<file path="config.mk">
export PLATFORM = sky130hd
export DESIGN_NAME = char_class_tokenizer
export DESIGN_NICKNAME = d
export VERILOG_FILES = /design/src/sv/cct_pkg.sv /design/src/sv/char_class_tokenizer.sv /design/src/sv/cct_front.sv /design/src/sv/cct_queue.sv /design/src/sv/cct_back.sv
export SDC_FILE = /design/constraint.sdc
export NUM_CORES = 1
export LEC_CHECK = 0
export BUFFER_PORTS_ARGS = -buffer_cell sky130_fd_sc_hd__clkbuf_2
export CELL_PAD_IN_SITES_DETAIL_PLACEMENT = 1
export CELL_PAD_IN_SITES_GLOBAL_PLACEMENT = 2
export CORE_MARGIN = 2
export CORE_UTILIZATION = 44
export CTS_CLUSTER_SIZE = 25
export DETAILED_ROUTE_END_ITERATION = 10
export PLACE_DENSITY = 0.79
export SLEW_MARGIN = 20
export SYNTH_ARGS = -nofsm -noshare
export SYNTH_HDL_FRONTEND = slang
export SYNTH_SLANG_ARGS = --single-unit
</file>
<file path="constraint.sdc">
create_clock -name clk -period 7 [get_ports clk]
set_clock_uncertainty 0.05 [all_clocks]
set_input_delay 0.35 -clock clk [delete_from_list [all_inputs] [get_ports clk]]
set_output_delay 0.35 -clock clk [all_outputs]
set_load 0.05 [all_outputs]
</file>
<file path="src/sv/cct_pkg.sv">
// ----------------------------------------------------------------------------
// cct_pkg
// Shared constants, queue entry types and output formatting functions of the
// character class tokenizer.
// ----------------------------------------------------------------------------
`default_nettype none

package cct_pkg;

  localparam int OFFSET_BITS = 16;
  localparam int POS_W       = OFFSET_BITS + 1;
  localparam int OFF_OUT_W   = 16;
  localparam int LEN_OUT_W   = 17;
  localparam int NUM_SYMBOLS = 30;
  localparam int CLASS_W     = 5;
  localparam int DISSOLVE_W  = 3;
  localparam int Q_DEPTH     = 4;
  localparam int Q_PTR_W     = 2;
  localparam int Q_CNT_W     = 3;
  localparam int CFG_IDX_W   = 3;
  localparam int CFG_DATA_W  = 30;

  localparam logic [CFG_IDX_W-1:0] REG_SPLIT_CLASS  = 3'd0;
  localparam logic [CFG_IDX_W-1:0] REG_SPLIT_SYMBOL = 3'd1;
  localparam logic [CFG_IDX_W-1:0] REG_DISSOLVE     = 3'd2;
  localparam logic [CFG_IDX_W-1:0] REG_ISOLATE      = 3'd3;

  localparam logic [CLASS_W-1:0]     SPLIT_CLASS_RST = 5'd1;
  localparam logic [DISSOLVE_W-1:0]  DISSOLVE_RST    = 3'd7;

  localparam logic [7:0] CH_NUL = 8'h00;
  localparam logic [7:0] CH_TAB = 8'h09;
  localparam logic [7:0] CH_LF  = 8'h0A;
  localparam logic [7:0] CH_SP  = 8'h20;

  localparam logic [7:0] SYMBOL_TABLE [NUM_SYMBOLS] = '{
    8'h21, 8'h3F, 8'h3A, 8'h3B, 8'h2E, 8'h2C, 8'h40, 8'h23, 8'h24, 8'h25,
    8'h5E, 8'h26, 8'h2A, 8'h2D, 8'h2B, 8'h3D, 8'h2F, 8'h5C, 8'h7E, 8'h7C,
    8'h60, 8'h5F, 8'h3C, 8'h3E, 8'h28, 8'h29, 8'h7B, 8'h7D, 8'h5B, 8'h5D
  };

  localparam logic [1:0] REC_NONE = 2'd0;
  localparam logic [1:0] REC_ONE  = 2'd1;
  localparam logic [1:0] REC_TWO  = 2'd2;

  typedef struct packed {
    logic [1:0]             cnt;
    logic [OFFSET_BITS-1:0] rec0_off;
    logic [POS_W-1:0]       rec0_len;
    logic [OFFSET_BITS-1:0] rec1_off;
    logic [POS_W-1:0]       rec1_len;
    logic                   flag;
  } q_entry_t;

  typedef struct packed {
    logic     push;
    q_entry_t entry;
  } q_push_t;

  typedef struct packed {
    logic     valid;
    q_entry_t entry;
  } q_head_t;

  function automatic logic [OFF_OUT_W-1:0] out_offset(input logic [OFFSET_BITS-1:0] v);
    logic [OFFSET_BITS+OFF_OUT_W-1:0] ext;
    ext = {{OFF_OUT_W{1'b0}}, v};
    return ext[OFF_OUT_W-1:0];
  endfunction

  function automatic logic [LEN_OUT_W-1:0] out_length(input logic [POS_W-1:0] v);
    logic [POS_W+LEN_OUT_W-1:0] ext;
    ext = {{LEN_OUT_W{1'b0}}, v};
    return ext[LEN_OUT_W-1:0];
  endfunction

endpackage

`default_nettype wire

</file>
<file path="src/sv/char_class_tokenizer.sv">
// ----------------------------------------------------------------------------
// char_class_tokenizer
// Splits a byte stream into token records (offset, length) by character
// class, with configurable split, drop and isolate behavior.
//
// Input channel in_*: one text byte per request, end_of_text on the last.
// Output channel out_*: token records; end_of_run marks the last record a
// byte caused; offset_overflow is the sticky flag of the current text.
// Configuration: cfg_we writes cfg_wdata to register cfg_index at once
// (0 split classes, 1 split symbols, 2 dissolve mask, 3 isolate); write
// only while idle.
// Throughput: one byte per cycle into the classifier while in_ready is high. A
// byte causes zero, one or two records; the output sequencer emits one record
// per cycle while out_ready is high, and the four-entry queue absorbs the rest.
// Path: a record is written into the queue at the edge that accepts its byte
// and into the output register at a later edge; a second record of the same
// byte follows from the pending register once the first is taken.
// Reset: configuration returns to its defaults, position and open token
// clear, the queue and output empty.
// Stall: when out_ready is low the output register holds; the queue fills
// and in_ready drops only when all four entries are taken.
// ----------------------------------------------------------------------------
`default_nettype none

module char_class_tokenizer (
  input  wire logic                           clk,
  input  wire logic                           rst_n,
  input  wire logic                           cfg_we,
  input  wire logic [cct_pkg::CFG_IDX_W-1:0]  cfg_index,
  input  wire logic [cct_pkg::CFG_DATA_W-1:0] cfg_wdata,
  input  wire logic                           in_valid,
  output logic                                in_ready,
  input  wire logic [7:0]                     in_text_byte,
  input  wire logic                           in_end_of_text,
  output logic                                out_valid,
  input  wire logic                           out_ready,
  output logic [cct_pkg::OFF_OUT_W-1:0]       out_token_offset,
  output logic [cct_pkg::LEN_OUT_W-1:0]       out_token_length,
  output logic                                out_end_of_run,
  output logic                                out_offset_overflow
);

  cct_pkg::q_push_t q_push;
  cct_pkg::q_head_t q_head;
  logic             q_full;
  logic             pop;
  logic             accept;

  assign in_ready = !q_full;
  assign accept   = in_valid && in_ready;

  cct_front u_front (
    .clk         (clk),
    .rst_n       (rst_n),
    .cfg_we      (cfg_we),
    .cfg_index   (cfg_index),
    .cfg_wdata   (cfg_wdata),
    .accept      (accept),
    .text_byte   (in_text_byte),
    .end_of_text (in_end_of_text),
    .q_push      (q_push)
  );

  cct_queue u_queue (
    .clk    (clk),
    .rst_n  (rst_n),
    .q_push (q_push),
    .pop    (pop),
    .q_head (q_head),
    .full   (q_full)
  );

  cct_back u_back (
    .clk                 (clk),
    .rst_n               (rst_n),
    .q_head              (q_head),
    .pop                 (pop),
    .out_valid           (out_valid),
    .out_ready           (out_ready),
    .out_token_offset    (out_token_offset),
    .out_token_length    (out_token_length),
    .out_end_of_run      (out_end_of_run),
    .out_offset_overflow (out_offset_overflow)
  );

endmodule

`default_nettype wire

</file>
<file path="src/sv/cct_front.sv">
// ----------------------------------------------------------------------------
// cct_front
// Holds configuration and text position state, classifies each request byte
// and builds the token records it causes into one queue entry.
// ----------------------------------------------------------------------------
`default_nettype none

module cct_front (
  input  wire logic                           clk,
  input  wire logic                           rst_n,
  input  wire logic                           cfg_we,
  input  wire logic [cct_pkg::CFG_IDX_W-1:0]  cfg_index,
  input  wire logic [cct_pkg::CFG_DATA_W-1:0] cfg_wdata,
  input  wire logic                           accept,
  input  wire logic [7:0]                     text_byte,
  input  wire logic                           end_of_text,
  output cct_pkg::q_push_t                    q_push
);

  localparam logic [cct_pkg::OFFSET_BITS-1:0] TOP = {cct_pkg::OFFSET_BITS{1'b1}};

  logic [cct_pkg::CLASS_W-1:0]     class_mask_r;
  logic [cct_pkg::NUM_SYMBOLS-1:0] sym_mask_r;
  logic [cct_pkg::DISSOLVE_W-1:0]  dissolve_r;
  logic                            isolate_r;

  logic [cct_pkg::POS_W-1:0]       pos_r, pos_nxt;
  logic [cct_pkg::OFFSET_BITS-1:0] start_r, start_nxt;
  logic                            open_r, open_nxt;
  logic                            ovf_r, ovf_nxt;

  logic                            over, ovf_now;
  logic [cct_pkg::OFFSET_BITS-1:0] idx;
  logic                            nonzero, split, drop, sym_hit, is_space;
  logic                            close_old, iso, open_new, open_after, flush;
  logic [cct_pkg::OFFSET_BITS-1:0] start_after;
  logic [cct_pkg::POS_W-1:0]       old_len, flush_len;

  always_comb begin
    sym_hit = 1'b0;
    for (int k = 0; k < cct_pkg::NUM_SYMBOLS; k++) begin
      if (text_byte == cct_pkg::SYMBOL_TABLE[k] && sym_mask_r[k]) sym_hit = 1'b1;
    end
    is_space = (text_byte == cct_pkg::CH_SP) || (text_byte inside {[8'h09:8'h0D]});
    split = (class_mask_r[0] && is_space)
         || (class_mask_r[1] && text_byte == cct_pkg::CH_LF)
         || (class_mask_r[2] && text_byte == cct_pkg::CH_TAB)
         || (class_mask_r[3] && (text_byte inside {[8'h41:8'h5A], [8'h61:8'h7A]}))
         || (class_mask_r[4] && (text_byte inside {[8'h30:8'h39]}))
         || sym_hit;
    drop = (dissolve_r[0] && text_byte == cct_pkg::CH_SP)
        || (dissolve_r[1] && text_byte == cct_pkg::CH_LF)
        || (dissolve_r[2] && text_byte == cct_pkg::CH_TAB);
    nonzero = (text_byte != cct_pkg::CH_NUL);

    over    = pos_r[cct_pkg::OFFSET_BITS];
    ovf_now = ovf_r || over;
    idx     = over ? TOP : pos_r[cct_pkg::OFFSET_BITS-1:0];

    close_old = nonzero && open_r && (split || drop);
    iso       = nonzero && split && isolate_r && !drop;
    open_new  = nonzero && !drop && ((split && !isolate_r) || (!split && !open_r));
    if (!nonzero) begin
      open_after = open_r;
    end else if (split || drop) begin
      open_after = open_new;
    end else begin
      open_after = 1'b1;
    end
    start_after = open_new ? idx : start_r;
    flush       = end_of_text && open_after;

    old_len   = {1'b0, idx} - {1'b0, start_r};
    flush_len = {1'b0, idx} + cct_pkg::POS_W'(1) - {1'b0, start_after};
    if (old_len == '0)   old_len   = cct_pkg::POS_W'(1);
    if (flush_len == '0) flush_len = cct_pkg::POS_W'(1);

    q_push.entry.flag     = ovf_now;
    q_push.entry.rec1_off = iso ? idx : start_after;
    q_push.entry.rec1_len = iso ? cct_pkg::POS_W'(1) : flush_len;
    if (close_old) begin
      q_push.entry.rec0_off = start_r;
      q_push.entry.rec0_len = old_len;
    end else if (iso) begin
      q_push.entry.rec0_off = idx;
      q_push.entry.rec0_len = cct_pkg::POS_W'(1);
    end else begin
      q_push.entry.rec0_off = start_after;
      q_push.entry.rec0_len = flush_len;
    end
    if (close_old && (iso || flush)) begin
      q_push.entry.cnt = cct_pkg::REC_TWO;
    end else if (close_old || iso || flush) begin
      q_push.entry.cnt = cct_pkg::REC_ONE;
    end else begin
      q_push.entry.cnt = cct_pkg::REC_NONE;
    end
    q_push.push = accept && (close_old || iso || flush);

    if (end_of_text) begin
      pos_nxt   = '0;
      start_nxt = '0;
      open_nxt  = 1'b0;
      ovf_nxt   = 1'b0;
    end else begin
      pos_nxt   = over ? pos_r : pos_r + cct_pkg::POS_W'(1);
      start_nxt = start_after;
      open_nxt  = open_after;
      ovf_nxt   = ovf_now;
    end
  end

  always_ff @(posedge clk) begin
    if (!rst_n) begin
      class_mask_r <= cct_pkg::SPLIT_CLASS_RST;
      sym_mask_r   <= '0;
      dissolve_r   <= cct_pkg::DISSOLVE_RST;
      isolate_r    <= 1'b0;
    end else if (cfg_we) begin
      case (cfg_index)
        cct_pkg::REG_SPLIT_CLASS:  class_mask_r <= cfg_wdata[cct_pkg::CLASS_W-1:0];
        cct_pkg::REG_SPLIT_SYMBOL: sym_mask_r   <= cfg_wdata[cct_pkg::NUM_SYMBOLS-1:0];
        cct_pkg::REG_DISSOLVE:     dissolve_r   <= cfg_wdata[cct_pkg::DISSOLVE_W-1:0];
        cct_pkg::REG_ISOLATE:      isolate_r    <= cfg_wdata[0];
        default: ;
      endcase
    end
  end

  always_ff @(posedge clk) begin
    if (!rst_n) begin
      pos_r   <= '0;
      start_r <= '0;
      open_r  <= 1'b0;
      ovf_r   <= 1'b0;
    end else if (accept) begin
      pos_r   <= pos_nxt;
      start_r <= start_nxt;
      open_r  <= open_nxt;
      ovf_r   <= ovf_nxt;
    end
  end

`ifndef SYNTHESIS
  a_pos_saturates: assert property (@(posedge clk) disable iff (!rst_n)
    pos_r[cct_pkg::OFFSET_BITS] |-> (pos_r[cct_pkg::OFFSET_BITS-1:0] == '0))
    else $error("position counter ran past its saturation point");
`endif

endmodule

`default_nettype wire

</file>
<file path="src/sv/cct_queue.sv">
// ----------------------------------------------------------------------------
// cct_queue
// Four-entry register queue of record groups between classifier and output
// sequencer.
// ----------------------------------------------------------------------------
`default_nettype none

module cct_queue (
  input  wire logic             clk,
  input  wire logic             rst_n,
  input  wire cct_pkg::q_push_t q_push,
  input  wire logic             pop,
  output cct_pkg::q_head_t      q_head,
  output logic                  full
);

  cct_pkg::q_entry_t            mem_r [cct_pkg::Q_DEPTH];
  logic [cct_pkg::Q_PTR_W-1:0]  wr_ptr_r, rd_ptr_r;
  logic [cct_pkg::Q_CNT_W-1:0]  count_r, count_nxt;

  assign full         = (count_r == cct_pkg::Q_CNT_W'(cct_pkg::Q_DEPTH));
  assign q_head.valid = (count_r != '0);
  assign q_head.entry = mem_r[rd_ptr_r];

  always_comb begin
    count_nxt = count_r;
    if (q_push.push && !pop) count_nxt = count_r + cct_pkg::Q_CNT_W'(1);
    if (!q_push.push && pop) count_nxt = count_r - cct_pkg::Q_CNT_W'(1);
  end

  always_ff @(posedge clk) begin
    if (q_push.push) mem_r[wr_ptr_r] <= q_push.entry;
  end

  always_ff @(posedge clk) begin
    if (!rst_n) begin
      wr_ptr_r <= '0;
      rd_ptr_r <= '0;
      count_r  <= '0;
    end else begin
      if (q_push.push) wr_ptr_r <= wr_ptr_r + cct_pkg::Q_PTR_W'(1);
      if (pop)         rd_ptr_r <= rd_ptr_r + cct_pkg::Q_PTR_W'(1);
      count_r <= count_nxt;
    end
  end

`ifndef SYNTHESIS
  a_no_overfill: assert property (@(posedge clk) disable iff (!rst_n)
    !(q_push.push && full && !pop))
    else $error("push into a full queue");
  a_count_bound: assert property (@(posedge clk) disable iff (!rst_n)
    count_r <= cct_pkg::Q_CNT_W'(cct_pkg::Q_DEPTH))
    else $error("queue count above depth");
`endif

endmodule

`default_nettype wire

</file>
<file path="src/sv/cct_back.sv">
// ----------------------------------------------------------------------------
// cct_back
// Output sequencer: pops record groups and presents their records one per
// cycle while out_ready is high through an output register, holding a second record when present.
// ----------------------------------------------------------------------------
`default_nettype none

module cct_back (
  input  wire logic                          clk,
  input  wire logic                          rst_n,
  input  wire cct_pkg::q_head_t              q_head,
  output logic                               pop,
  output logic                               out_valid,
  input  wire logic                          out_ready,
  output logic [cct_pkg::OFF_OUT_W-1:0]      out_token_offset,
  output logic [cct_pkg::LEN_OUT_W-1:0]      out_token_length,
  output logic                               out_end_of_run,
  output logic                               out_offset_overflow
);

  logic                            out_valid_r;
  logic                            pend_r;
  logic [cct_pkg::OFFSET_BITS-1:0] off_r, pend_off_r;
  logic [cct_pkg::POS_W-1:0]       len_r, pend_len_r;
  logic                            eor_r, ovf_r, pend_ovf_r;
  logic                            adv;

  assign adv = !out_valid_r || out_ready;
  assign pop = adv && !pend_r && q_head.valid;

  assign out_valid           = out_valid_r;
  assign out_token_offset    = cct_pkg::out_offset(off_r);
  assign out_token_length    = cct_pkg::out_length(len_r);
  assign out_end_of_run      = eor_r;
  assign out_offset_overflow = ovf_r;

  always_ff @(posedge clk) begin
    if (!rst_n) begin
      out_valid_r <= 1'b0;
      pend_r      <= 1'b0;
    end else if (adv) begin
      if (pend_r) begin
        out_valid_r <= 1'b1;
        pend_r      <= 1'b0;
      end else begin
        out_valid_r <= q_head.valid;
        pend_r      <= q_head.valid && (q_head.entry.cnt == cct_pkg::REC_TWO);
      end
    end
  end

  always_ff @(posedge clk) begin
    if (adv) begin
      if (pend_r) begin
        off_r <= pend_off_r;
        len_r <= pend_len_r;
        eor_r <= 1'b1;
        ovf_r <= pend_ovf_r;
      end else begin
        off_r      <= q_head.entry.rec0_off;
        len_r      <= q_head.entry.rec0_len;
        eor_r      <= (q_head.entry.cnt != cct_pkg::REC_TWO);
        ovf_r      <= q_head.entry.flag;
        pend_off_r <= q_head.entry.rec1_off;
        pend_len_r <= q_head.entry.rec1_len;
        pend_ovf_r <= q_head.entry.flag;
      end
    end
  end

`ifndef SYNTHESIS
  a_pend_needs_out: assert property (@(posedge clk) disable iff (!rst_n)
    pend_r |-> out_valid_r)
    else $error("second record held without a record on the output");
  a_pop_has_data: assert property (@(posedge clk) disable iff (!rst_n)
    pop |-> q_head.valid)
    else $error("pop from an empty queue");
  a_pend_then_last: assert property (@(posedge clk) disable iff (!rst_n)
    (pend_r && out_ready) |=> (out_valid_r && eor_r))
    else $error("held record not presented as last of its run");
`endif

endmodule

`default_nettype wire
</file>
======== After elaboration in Yosys (flattened, before gate mapping) ========
Memory sizes are Yosys's and may differ from the RTL's. A register that Yosys moved wholly into a read port is not among the register bits.
Index checks and enable logic that the tools add are counted.
storage, ports and cells
  bits in registers ....................... 151
  bits in writable memories ............... 276
  bits of input ports ..................... 47
  output and inout bits ................... 37
  memories ................................ 1
cells by class
  add/subtract/negate cells ............... 8
  $lt $le $gt $ge ......................... 8
  equality and inequality tests ........... 40
  multiplexer cells ....................... 58
  bitwise operators ....................... 1
  reductions and logical operators ........ 97
memory list
  memory         depth  bits a word  read ports  clocked after Yosys merged registers in  wr ports  RTL line         text
  u_queue.mem_r  4      69           1           1                                        1         cct_queue.sv:17  cct_pkg::q_entry_t mem_r [cct_pkg::Q_DEPTH];
operators with widths
  operator                 number
  $eq A8 B6 Y1 const B     20
  $mux W17                 6
  $eq A8 B7 Y1 const B     11
  $mux W16                 5
  $mux W33                 2
  $logic_and A1 B1 Y1      60
  $mux W1                  40
  $logic_not A17 Y1        2
  $add A16 B1 Y17 const B  1
  $add A17 B1 Y17 const B  1
  $sub A16 B16 Y17         1
  $sub A17 B16 Y17         1
  $eq A8 B4 Y1 const B     2
  $ge A8 B7 Y1 const B     2
  $le A8 B7 Y1 const B     2
  $logic_or A1 B1 Y1       15
  $reduce_and A2 Y1        6
  $logic_not A1 Y1         9
  $ge A8 B4 Y1 const B     1
  $ge A8 B6 Y1 const B     1
  $le A8 B4 Y1 const B     1
  $le A8 B6 Y1 const B     1
  $reduce_bool A8 Y1       1
  $eq A3 B2 Y1 const B     2
  other kinds (13)         19

======== Logic depth before layout (Yosys ltp) ========
Gate-level depths: netlist of run 1.
  depth after elaboration ................. 45
  gate-level depth with buffers ........... 25
  depth with buffers taken out ............ 22

======== Hierarchy ========
A second synthesis of run 1 with hierarchy kept.
second synthesis, totals
  cells, all modules ...................... 1,430
  area total of the unflattened synthesis .. 19,605.1 um2
modules (own cells, without submodules)
  module                times used  cells an instance  area each (um2)  seq. area each (um2)
  cct_queue             1           407                10,416.2         8,468.1
  cct_front             1           905                6,613.8          1,481.4
  cct_back              1           116                2,565.0          2,082.0
  char_class_tokenizer  1           2                  10.0             0.0

======== Worst setup path after synthesis of run 1 ========
OpenSTA, ideal clock, no wires.
  path kind ............................... input-to-reg
  from .................................... in in_text_byte[0]
  to ...................................... mem u_queue.mem_r[0][34] (netlist name) (data pin)
  library setup time ...................... 0.138 ns
  arrival ................................. 5.148 ns
  setup slack ............................. 1.664 ns
  stages .................................. 23
  buffers on the path ..................... 3
  cell sequence ........................... buf_6 > mux2_1 > or3_1 > o2111ai_1 > a21oi_1 > or3_1 > buf_4 > a21oi_4 > clkbuf_1 > a21oi_1 > ha_1 > inv_1 > ha_1 > fa_1 > a211oi_1 > o21ai_0 > a21boi_1 > a21oi_1 > mux2i_1 > nand2_1 > or4b_1 > o21ai_1 > mux2_2
RTL lines
  element          RTL line                    text
  start, declared  char_class_tokenizer.sv:33  input wire logic [7:0] in_text_byte,
  end, declared    cct_queue.sv:17

==> flow_summary.json, run 1 <==
{
  "antenna_found_initial": 0,
  "hold_start": "cfg_wdata[27]",
  "synthMuxAreaShare_pct": 11.2,
  "synthCells": 1364,
  "vias": 11400,
  "numPortBuffers": 83,
  "cts-resized-gates": 0,
  "slew_headroom_pct": 36.1,
  "cap_violations": 0,
  "setup_viol": 0,
  "place_congestion": 0.829,
  "seqCellArea_um2": 12000,
  "via_per_inst": 5.56,
  "total_leakage_power_nw": 7.64,
  "synthSimpleGateAreaFrac_pct": 8.75,
  "fin_crit_ns": 5.86,
  "cts_hold_buffers": 28,
  "fp-row-count": 76,
  "hold_viol": 0,
  "fin_nets": 1577,
  "place_hpwl_mm": 29.2,
  "layout-drive-gt1-share_pct": 19.5,
  "rsz0062_at_grt": "no",
  "cp_max_fo": 31,
  "fmax_ghz": 0.171,
  "grt_pass1_vias": 12000,
  "route.detailed.drc": 0,
  "tightest_slew_ns": 0.946,
  "cts_root_buffer": "clkbuf_16",
  "drtPass1Iterations": 5,
  "synthFlopType": "edfxtp_1",
  "regToRegSetupSlack_ns": 1.14,
  "die_h_um": 212,
  "hold_slack_ns": 0.0207,
  "synth_top_area_share_pct": 54.4,
  "yosys.area.top_type": "edfxtp_1",
  "critPathLaunchType": "flip-flop",
  "synth-compound-area-share_pct": 8.93,
  "yosysWarnings": 0,
  "tns_ns": 0,
  "die_x_um": 212,
  "num-fill-cells": 4250,
  "cts_setup_buffers": 0,
  "worst-path-buf-inv": 2,
  "crit_type": "flip-flop to flip-flop",
  "netlist_area_um2": 19000,
  "drt_iter0_markers": 602,
  "overflow": 0,
  "ys_seq_area_share_pct": 63.4,
  "ant_nets": 0,
  "power_density_nw_per_um2": 346,
  "required_ns": 7.38,
  "routed_wl_mm": 44.4,
  "htree_levels": 2,
  "numCtsBuffers": 46,
  "crit_start": "u_front.sym_mask_r[2]$_SDFFE_PN0P_",
  "slew_viol_final": 0,
  "ir_worst_vdd_mv": 0.165,
  "start_util_pct": 44.4,
  "yosys.area_share.xor_xnor_pct": 1.43,
  "period_share_pct": 83.7,
  "grt_usage_pct": 20.4,
  "grt_pass1_wl_mm": 69.0,
  "critPathTopFamily": "compound AO/OA/AOI/OAI gates",
  "multi_input_area_um2": 6510,
  "worstSkewPairLatency_ns": 0.57,
  "clock-sinks": 429,
  "fin_cells": 2056,
  "cts_tree": "yes",
  "critPathArrivalTime_ns": 6.24,
  "min_path_type": "input pin to flip-flop",
  "dieArea_um2": 44800,
  "synth_nets": 1467,
  "coreArea_um2": 42800,
  "avgSynthCellArea_um2": 13.9,
  "worst_path_most_repeated_cell": "a21oi_1",
  "async_flop_share_pct": 0,
  "clk_pin_slew_worst_paths_ns": 0.06,
  "antennaDiodeCount": 0,
  "crit_slowest_cell": "or3_1",
  "synth-seq-cells": 429,
  "synth_area_leaders": "edfxtp_1 (54%), dfxtp_1 (9.0%), mux4_2 (8.1%)",
  "cts_max_path_buffers": 3,
  "synth_edf_count": 344,
  "ios": 84,
  "cp-end-kind": "flip-flop",
  "place_inst": 1944,
  "wl_per_cell_um": 21.6,
  "max_stage_delay_ns": 0.55,
  "synth.distinct_cells": 71,
  "grt_max_degree": 81,
  "syn2layout_area_growth_pct": 14.6,
  "status": "complete, no violations",
  "synth_top_family_by_area": "multiplexers",
  "timing.rr.start": "u_front.sym_mask_r[2]$_SDFFE_PN0P_",
  "synth-adder-area-share_pct": 3.81,
  "crit_chain": "mux2_1, or3_1, o2111ai_1, a21oi_1, or3_1, a21oi_4, buf_4, a21oi_1, ha_1, inv_1, ha_1, fa_1, a211oi_1, o21ai_0, a21boi_1, a21oi_1, xnor2_1, nand4_1, or4b_1, o21ai_1, mux2_2"
}
logic make-up (layout without fill, tap and decap cells):
logic type,count (synthesis),after routing
flops,429,429
simple gates,351,351
compound gates,255,255
mux,122,122
buf+inv,120,266
fa+ha+maj,56,56
xor+xnor,31,31
layout by cell type (no fill, tap or decap), types with 10 or more instances in the layout:
| master | instances |
|---|---|
| dlygate4sd3_1 | 28 |
| ha_1 | 53 |
| mux2_2 | 38 |
| edfxtp_1 | 344 |
| mux4_2 | 68 |
| a21oi_1 | 53 |
| xnor2_1 | 18 |
| nand2_1 | 143 |
| nand3_1 | 13 |
| a21boi_0 | 37 |
| clkbuf_16 | 47 |
| dfxtp_1 | 82 |
| mux2i_1 | 15 |
| inv_1 | 56 |
| and3_1 | 12 |
| buf_4 | 15 |
| nor2_1 | 71 |
| clkbuf_2 | 83 |
| nor2b_1 | 20 |
| o21ai_0 | 74 |
| clkinv_1 | 10 |
| and2_1 | 21 |
| nor3_1 | 14 |
| a32o_1 | 16 |
| xor2_1 | 13 |
| or3_1 | 10 |
sequential cells by signal (all words and copies together) (netlist names), named ones only:
name / count
u_queue.rd_ptr_r: 2
u_back.out_token_offset: 16
u_front.open_r: 1
u_front.class_mask_r: 5
u_queue.mem_r: 276
u_back.pend_r: 1
u_back.pend_len_r: 17
u_queue.wr_ptr_r: 2
u_back.out_end_of_run: 1
u_back.out_token_length: 17
u_back.pend_off_r: 16
u_back.out_valid: 1
u_front.sym_mask_r: 30
u_back.pend_ovf_r: 1
u_front.start_r: 16
u_front.isolate_r: 1
u_front.pos_r: 17
u_front.dissolve_r: 3
u_front.ovf_r: 1
u_queue.count_r: 3
report_power, final:
group	leakage [nW]	switching [mW]	total, mW	internal, mW
clock network	0.737	0.980	2.44	1.46
logic	2.98	1.11	1.70	0.594
registers	3.92	0.143	3.40	3.25
metal layers:
metal / track usage [%] / part of all wire [%] / up-vias
met5: 0 / 0 / -
met2: 35.5 / 50 / 185
met4: 5.66 / 2.3 / 0
li1: - / - / 5375
met1: 26.5 / 44 / 5801
met3: 3.19 / 3.0 / 62
cell usage after synthesis, types with 3 or more instances:
cell / instances
nand2b_1: 7
o21ai_1: 3
a32o_1: 16
nand2_1: 143
o21ai_0: 74
nor2b_1: 20
nand3b_1: 7
and3_1: 12
or3_1: 10
buf_2: 3
a21o_1: 6
and2_1: 25
a31oi_1: 7
nand3_1: 13
mux4_2: 68
buf_1: 9
nor2_1: 73
o221ai_1: 4
nor3_1: 15
dfxtp_1: 85
o31ai_1: 4
o2111ai_1: 4
nand4_1: 7
or2_2: 6
clkbuf_1: 47
a22o_1: 3
xor2_1: 13
a22oi_1: 4
a32oi_1: 3
a21oi_1: 53
o21a_1: 4
mux2_2: 38
xnor2_1: 18
a21boi_0: 37
fa_1: 3
buf_6: 3
edfxtp_1: 344
ha_1: 53
mux2i_1: 15
inv_1: 56
a211oi_1: 7
worst register-to-register path, stage by stage, from the launching register on:
cell and delay, ns:
dfxtp_1 0.31, mux2_1 0.28, or3_1 0.34, o2111ai_1 0.10, a21oi_1 0.08, or3_1 0.55
a21oi_4 0.26, buf_4 0.32, a21oi_1 0.13, ha_1 0.28, inv_1 0.04, ha_1 0.23
fa_1 0.45, a211oi_1 0.36, o21ai_0 0.22, a21boi_1 0.25, a21oi_1 0.15, xnor2_1 0.21
nand4_1 0.12, or4b_1 0.48, o21ai_1 0.27, mux2_2 0.25
worst paths after layout:
| kind | to | depth (start not counted) |
|---|---|---|
| worst max-delay path | u_queue.mem_r[3][34]$_DFFE_PP_ | 21 |
| worst min-delay path | u_front.sym_mask_r[27]$_SDFFE_PN0P_ | 3 |
| worst max register to register | u_queue.mem_r[3][34]$_DFFE_PP_ | 21 |
| worst min register to register | u_front.sym_mask_r[9]$_SDFFE_PN0P_ | 2 |
cell type report:
class	count	area share (%)
inverter	56	0.966
multi-input combinational	815	29.9
timing repair buffer	126	3.71
tap	546	3.14
sequential	429	55.3
clock buffer	56	5.61
clock inverter	28	1.35
per-stage QoR:
step / total power [mW] / setup WS (ns) / utilization [%] / area [um2]
after floorplan: 4.68 / 1.66 / - / 19000
after global placement: 5.11 / 0.937 / 46.6 / 20000
final: 7.54 / 1.14 / 50.9 / 21800
after CTS: 7.64 / 1.15 / 50.8 / 21800
after global routing: 7.86 / 0.651 / 50.9 / 21800
after detailed placement: 5.17 / 0.797 / 46.6 / 20000
Note: power is estimated with default switching activity, not from simulation.
==> run 2, diff against run 1 <==
Settings changed: ABC_AREA set to 1, CORE_UTILIZATION 44 to 40.
Clock period 7 ns to 5.8 ns, I/O delays scaled along.
==> run 2 against run 1 <==
  * Hold slack better by 0.15 ns
  * Non-clock buffer count is 10 higher
  * Via count is 25% higher
  * Core utilization is 4.0 points lower
  * Design area is 3.3% higher
  * Setup slack worse by 0.0082 ns
  * Synthesized cell count is 43% higher
  * Cell count is 32% higher
==> flow_summary.json, run 2 <==
{
  "cts_max_path_buffers": 3,
  "slew_viol_final": 0,
  "route.detailed.drc": 0,
  "netlist_top_cells_count": "nor2_1 (397), edfxtp_1 (344), nand2_1 (261), o21ai_0 (211), inv_1 (142)",
  "reg_top3": "u_queue.mem_r (276), u_front.sym_mask_r (30)",
  "place_hpwl_mm": 34.6,
  "critPathTopFamily": "simple AND/OR/NAND/NOR gates",
  "required_ns": 6.18,
  "grt_usage_pct": 21.4,
  "async_flop_share_pct": 0,
  "cap_violations": 0,
  "slew_headroom_pct": 31.0,
  "synth_top_area_share_pct": 52.9,
  "synth_edf_count": 344,
  "crit_slowest_cell": "fa_1",
  "total_power_mw": 9.78,
  "netlist_area_um2": 19500,
  "setup_viol": 0,
  "overflow": 0,
  "layout_common_cells": "nor2_1 (396), edfxtp_1 (344), nand2_1 (261)",
  "ir_worst_vdd_mv": 0.252,
  "regMostFlops": "u_queue.mem_r",
  "num-fill-cells": 5306,
  "routed_wl_mm": 53.1,
  "critPathLaunchType": "flip-flop",
  "fin_crit_ns": 4.67,
  "antenna_found_initial": 0,
  "synthFlopType": "edfxtp_1",
  "syn2layout_area_growth_pct": 15.1,
  "fmax_ghz": 0.214,
  "power_density_nw_per_um2": 435,
  "numPortBuffers": 83,
  "rsz0062_at_grt": "no",
  "die_x_um": 225,
  "yosys.area.top_type": "edfxtp_1",
  "worst_path_most_repeated_cell": "nand2_1",
  "worstSkewPairLatency_ns": 0.59,
  "synth_nets": 2054,
  "total_leakage_power_nw": 8.75,
  "ios": 84,
  "dieArea_um2": 50600,
  "clk_pin_slew_worst_paths_ns": 0.06,
  "cp-end-kind": "flip-flop",
  "avgSynthCellArea_um2": 10.0,
  "cts_root_buffer": "clkbuf_16",
  "cts_tree": "yes",
  "coreArea_um2": 47900,
  "grt_max_degree": 81,
  "tightest_slew_ns": 1.03,
  "yosysWarnings": 0,
  "period_share_pct": 80.5,
  "wl_per_cell_um": 19.6,
  "timing.rr.start": "u_front.sym_mask_r[20]$_SDFFE_PN0P_",
  "layout-drive-gt1-share_pct": 11.9,
  "worst-path-buf-inv": 2,
  "start_util_pct": 40.7,
  "cp_max_fo": 10,
  "crit_type": "flip-flop to flip-flop",
  "crit_start": "u_front.sym_mask_r[20]$_SDFFE_PN0P_",
  "place_congestion": 0.825,
  "synthCells": 1951,
  "drt_iter0_markers": 886,
  "critPathArrivalTime_ns": 5.05,
  "tns_ns": 0,
  "largest_reg_flops": 276,
  "grt_pass1_wl_mm": 84.2,
  "hold_viol": 0,
  "hold_start": "cfg_we",
  "cts_setup_buffers": 0,
  "drtPass1Iterations": 5,
  "synthMostInstantiatedCell": "nor2_1",
  "synth-seq-cells": 429,
  "min_path_type": "input pin to flip-flop",
  "vias": 14300,
  "status": "complete, no violations",
  "max_stage_delay_ns": 0.41,
  "htree_levels": 2,
  "die_h_um": 225,
  "fin_nets": 2153,
  "synth.distinct_cells": 49,
  "clock-sinks": 429,
  "fp-row-count": 80,
  "ant_nets": 0,
  "numCtsBuffers": 47,
  "synth_area_leaders": "edfxtp_1 (53%), dfxtp_1 (8.7%), nor2_1 (7.6%)",
  "final_common_cell": "nor2_1",
  "via_per_inst": 5.27,
  "grt_pass1_vias": 15000,
  "ys_seq_area_share_pct": 61.6,
  "antennaDiodeCount": 0
}
[run 2: cell types whose count changed after synthesis, sizes merged, moves of 39 or more]
cell,previous run,this run
inv,56,150
mux2,39,0
mux4,68,0
nand2,143,270
nand3,13,61
nor2,73,408
o21ai,79,257
[run 2: final timing paths]
kind	to	cells after the start	slack [ns]
worst max register to register	u_queue.mem_r[3][34]$_DFFE_PP_	27	1.13
worst max-delay path	u_queue.mem_r[3][34]$_DFFE_PP_	27	1.13
worst min register to register	u_front.class_mask_r[1]$_SDFFE_PN0P_	2	0.41
worst min-delay path	u_front.dissolve_r[2]$_SDFFE_PN1P_	7	0.17
[run 2: stage by stage]
stage          worst slack (ns)  hold slack [ns]  util (%)  area [um2]  cells
6_report                   1.13            0.175      46.9       22500   2704
5_1_grt                   0.605            0.231      46.9       22500   2704
4_1_cts                    1.16            0.159      46.9       22500   2704
3_5_place_dp              0.806            0.406      42.9       20600   2581
3_3_place_gp              0.854            0.395      42.9       20600   2581
2_1_floorplan              1.67            0.366         -       19500   1951
[run 2: cell type report]
| type | instances | area, um2 | share of cell area [%] |
|---|---|---|---|
| clock buffers | 57 | 1240 | 5.54 |
| repair buffers | 136 | 951 | 4.23 |
| clock inverters | 31 | 318 | 1.41 |
| inverters | 153 | 577 | 2.57 |
| multi-input cells | 1283 | 6580 | 29.3 |
| well taps | 615 | 769 | 3.42 |
| flip-flops and latches | 429 | 12000 | 53.6 |
[run 2: cell families after synthesis]
group                      after synthesis  share of synthesized area [%]
AOI/OAI and AO/OA                      428                           12.4
xor gates and xnor gates                25                           1.12
adders and majority gates               56                           3.70
buffers and inverters                  239                           4.89
DFF                                    429                           61.6
and+or+nand+nor                        774                           16.3
[run 2: routing by layer]
layer | GRT usage, % | share of wire, % | vias up
li1 | - | - | 6918
met1 | 28.8 | 47 | 7090
met2 | 36.9 | 48 | 193
met3 | 3.00 | 3.4 | 56
met4 | 4.53 | 1.6 | 0
met5 | 0 | 0 | -
[run 2: what timing repair did]
item	4_1_cts	5_1_grt
setup endpoints to repair	0	0
hold endpoints to repair	40	0
hold buffers	35	0
gates resized for setup	0	0
[run 2: worst register-to-register path, delay by kind of cell (launching register included)]
family | cells | cell delay [ns]
AND/OR/NAND/NOR | 18 | 1.93
adder cells (fa/ha/maj) | 3 | 0.91
AO/OA/AOI/OAI | 3 | 0.82
flip-flops | 1 | 0.33
XOR/XNOR | 1 | 0.33
buffers and inverters | 2 | 0.14
[run 2: power breakdown]
group | internal (mW) | switching (mW) | leakage [nW]
registers | 3.98 | 0.212 | 3.91
logic | 0.641 | 1.94 | 4.08
clock network | 1.74 | 1.26 | 0.766
total | 6.36 | 3.42 | 8.75
==> run 3, diff against run 2 <==
Settings changed: ABC_AREA 1 to 0, CORE_UTILIZATION 40 to 44.
Clock period 5.8 ns to 4.7 ns, I/O delays scaled along.
==> run 3 against run 2 <==
  * The run now ends with negative setup slack left
  * Cell count shrank 20%
  * Die area is 11% lower
  * First-iteration DRC count is 31% lower
  * Total power is 15% higher
  * Sequential power grew 21%
  * Setup slack worse by 1.4 ns
  * Combinational power increased by 9.3%
  * Non-clock buffer count increased by 88
  * Via count shrank 17%
  * Maximum frequency shrank 5.2%
  * Flip-flop and latch count is the same
  * Count of clock-buffer cells in the layout is 1 higher
  * Critical endpoint unchanged
  * Largest cell class unchanged
  * Largest power group unchanged
==> flow_summary.json, run 3 (synthesis gave the netlist of run 1 again) <==
{
  "cts_tree": "yes",
  "regToRegSetupSlack_ns": -0.22,
  "timing.rr.end": "u_queue.mem_r[3][34]$_DFFE_PP_",
  "crit_slowest_cell": "or4b_1",
  "reg_top3": "u_queue.mem_r (276), u_front.sym_mask_r (30)",
  "cts_root_buffer": "clkbuf_16",
  "timing.rr.start": "u_front.sym_mask_r[3]$_SDFFE_PN0P_",
  "cp-end-kind": "flip-flop",
  "crit_type": "flip-flop to flip-flop",
  "grt_usage_pct": 21.2,
  "largest_reg_flops": 276,
  "critPathArrivalTime_ns": 5.30,
  "slew_headroom_pct": 46.0,
  "cp_max_fo": 5,
  "drt_iter0_markers": 613,
  "place_inst": 2036,
  "tightest_slew_ns": 0.801,
  "die_x_um": 212,
  "fp-row-count": 76,
  "overflow": 0,
  "antennaDiodeCount": 0,
  "slew_viol_final": 0,
  "ir_worst_vdd_mv": 0.264,
  "htree_levels": 2,
  "antenna_found_initial": 0,
  "rsz0062_at_grt": "yes",
  "crit_chain": "mux2_4, or3_1, o2111ai_1, a21oi_1, or3_4, o21ai_4, a21oi_4, nor2_1, a21oi_2, ha_1, inv_2, ha_4, fa_2, a211oi_4, o21ai_2, a21boi_2, xor2_1, and3_1, nand4_1, or4b_1, o21ai_2, mux2_4",
  "min_path_type": "input pin to flip-flop",
  "fmax_ghz": 0.203,
  "worst_slack_ns": -0.223,
  "worstSkewPairLatency_ns": 0.57,
  "regMostFlops": "u_queue.mem_r",
  "die_h_um": 212,
  "fin_crit_ns": 4.92,
  "status": "complete, but fails checks",
  "vias": 11900,
  "max_stage_delay_ns": 0.50,
  "cts_max_path_buffers": 3,
  "coreArea_um2": 42800,
  "setup_viol": 12,
  "required_ns": 5.08,
  "place_congestion": 0.879,
  "fin_nets": 1674,
  "hold_viol": 0,
  "start_util_pct": 44.4,
  "critPathLaunchType": "flip-flop",
  "total_leakage_power_nw": 8.12,
  "clk_pin_slew_worst_paths_ns": 0.06,
  "numPortBuffers": 83,
  "power_density_nw_per_um2": 498,
  "syn2layout_area_growth_pct": 19.2,
  "grt_pass1_wl_mm": 71.9,
  "period_share_pct": 105,
  "numCtsBuffers": 45,
  "layout-drive-gt1-share_pct": 25.5,
  "num-fill-cells": 4288,
  "tns_ns": -1.69,
  "dieArea_um2": 44800,
  "hold_start": "cfg_index[2]",
  "wl_per_cell_um": 21.4,
  "fin_cells": 2153,
  "drtPass1Iterations": 5,
  "holdPathEnd": "u_front.dissolve_r[2]$_SDFFE_PN1P_",
  "routed_wl_mm": 46.2,
  "via_per_inst": 5.52,
  "violations": "negative setup slack",
  "cap_violations": 0,
  "ant_nets": 0,
  "grt_max_degree": 43,
  "layout_common_cells": "edfxtp_1 (344), nand2_1 (142), buf_4 (101)",
  "ios": 84,
  "route.detailed.drc": 0,
  "hold_depth": 4,
  "clock-sinks": 429,
  "reg2reg_depth": 22,
  "place_hpwl_mm": 32.2,
  "final_common_cell": "edfxtp_1",
  "grt_pass1_vias": 12600
}
[run 3: worst max-delay path by stage]
stage,startpoint,endpoint,slack (ns),cells past startpoint
5_1_grt,u_front.sym_mask_r[3]$_SDFFE_PN0P_,u_queue.mem_r[3][34]$_DFFE_PP_,-0.42,21
4_1_cts,u_front.sym_mask_r[3]$_SDFFE_PN0P_,u_queue.mem_r[3][34]$_DFFE_PP_,-0.30,20
3_5_place_dp,in_text_byte[1],u_queue.mem_r[0][34]$_DFFE_PP_,-0.60,24
2_1_floorplan,in_text_byte[0],u_queue.mem_r[0][34]$_DFFE_PP_,-0.21,23
3_3_place_gp,in_text_byte[1],u_queue.mem_r[0][34]$_DFFE_PP_,-0.43,20
6_report,u_front.sym_mask_r[3]$_SDFFE_PN0P_,u_queue.mem_r[3][34]$_DFFE_PP_,-0.22,22
[run 3: where the power goes]
group / internal [mW] / switching, mW
clock network: 1.99 / 1.40
logic: 1.10 / 1.73
registers: 4.84 / 0.214
[run 3: stage by stage]
step	utilization [%]	cell area, um2	setup slack, ns	hold slack [ns]	power [mW]
2_1_floorplan	-	19100	-0.211	0.313	6.98
3_3_place_gp	48.5	20800	-0.427	0.394	7.83
3_5_place_dp	48.6	20800	-0.600	0.400	7.94
4_1_cts	52.8	22600	-0.295	0.0112	11.4
5_1_grt	52.9	22600	-0.419	0.0647	11.8
6_report	52.9	22600	-0.223	0.0421	11.3
[run 3: cell type report]
cell class	instances	area, um2	share of cell area (%)
Inverter	56	210	0.929
Timing Repair Buffer	224	1650	7.27
Multi-Input combinational cell	815	6640	29.3
Sequential cell	429	12000	53.2
Tap cell	546	683	3.02
Clock inverter	25	199	0.879
Clock buffer	58	1220	5.38
[run 3: worst max-delay path, delay by kind of cell, from the launching register on]
| family | cells | cell delay (ns) |
|---|---|---|
| AND/OR/NAND/NOR | 6 | 1.66 |
| flip-flops | 1 | 0.33 |
| adder cells (fa/ha/maj) | 3 | 0.83 |
| buffers and inverters | 1 | 0.05 |
| XOR/XNOR | 1 | 0.20 |
| AO/OA/AOI/OAI | 9 | 1.24 |
| multiplexers | 2 | 0.44 |
[run 3: repair_timing]
| action | CTS | global route |
|---|---|---|
| pin swaps | 11 | 10 |
| gates resized for setup | 12 | 22 |
| buffers inserted | 4 | 3 |
| hold endpoints to repair | 40 | 0 |
| endpoints found under the setup margin | 56 | 68 |
| gates cloned | 0 | 0 |
| hold buffers | 31 | 0 |
[run 3: per-layer routing]
metal	vias to the layer above	global-route usage [%]	wire length, um
met5	-	0	0
met4	0	6.10	966
met2	209	38.0	23900
li1	5579	-	-
met1	6041	26.9	20000
met3	53	2.67	1300
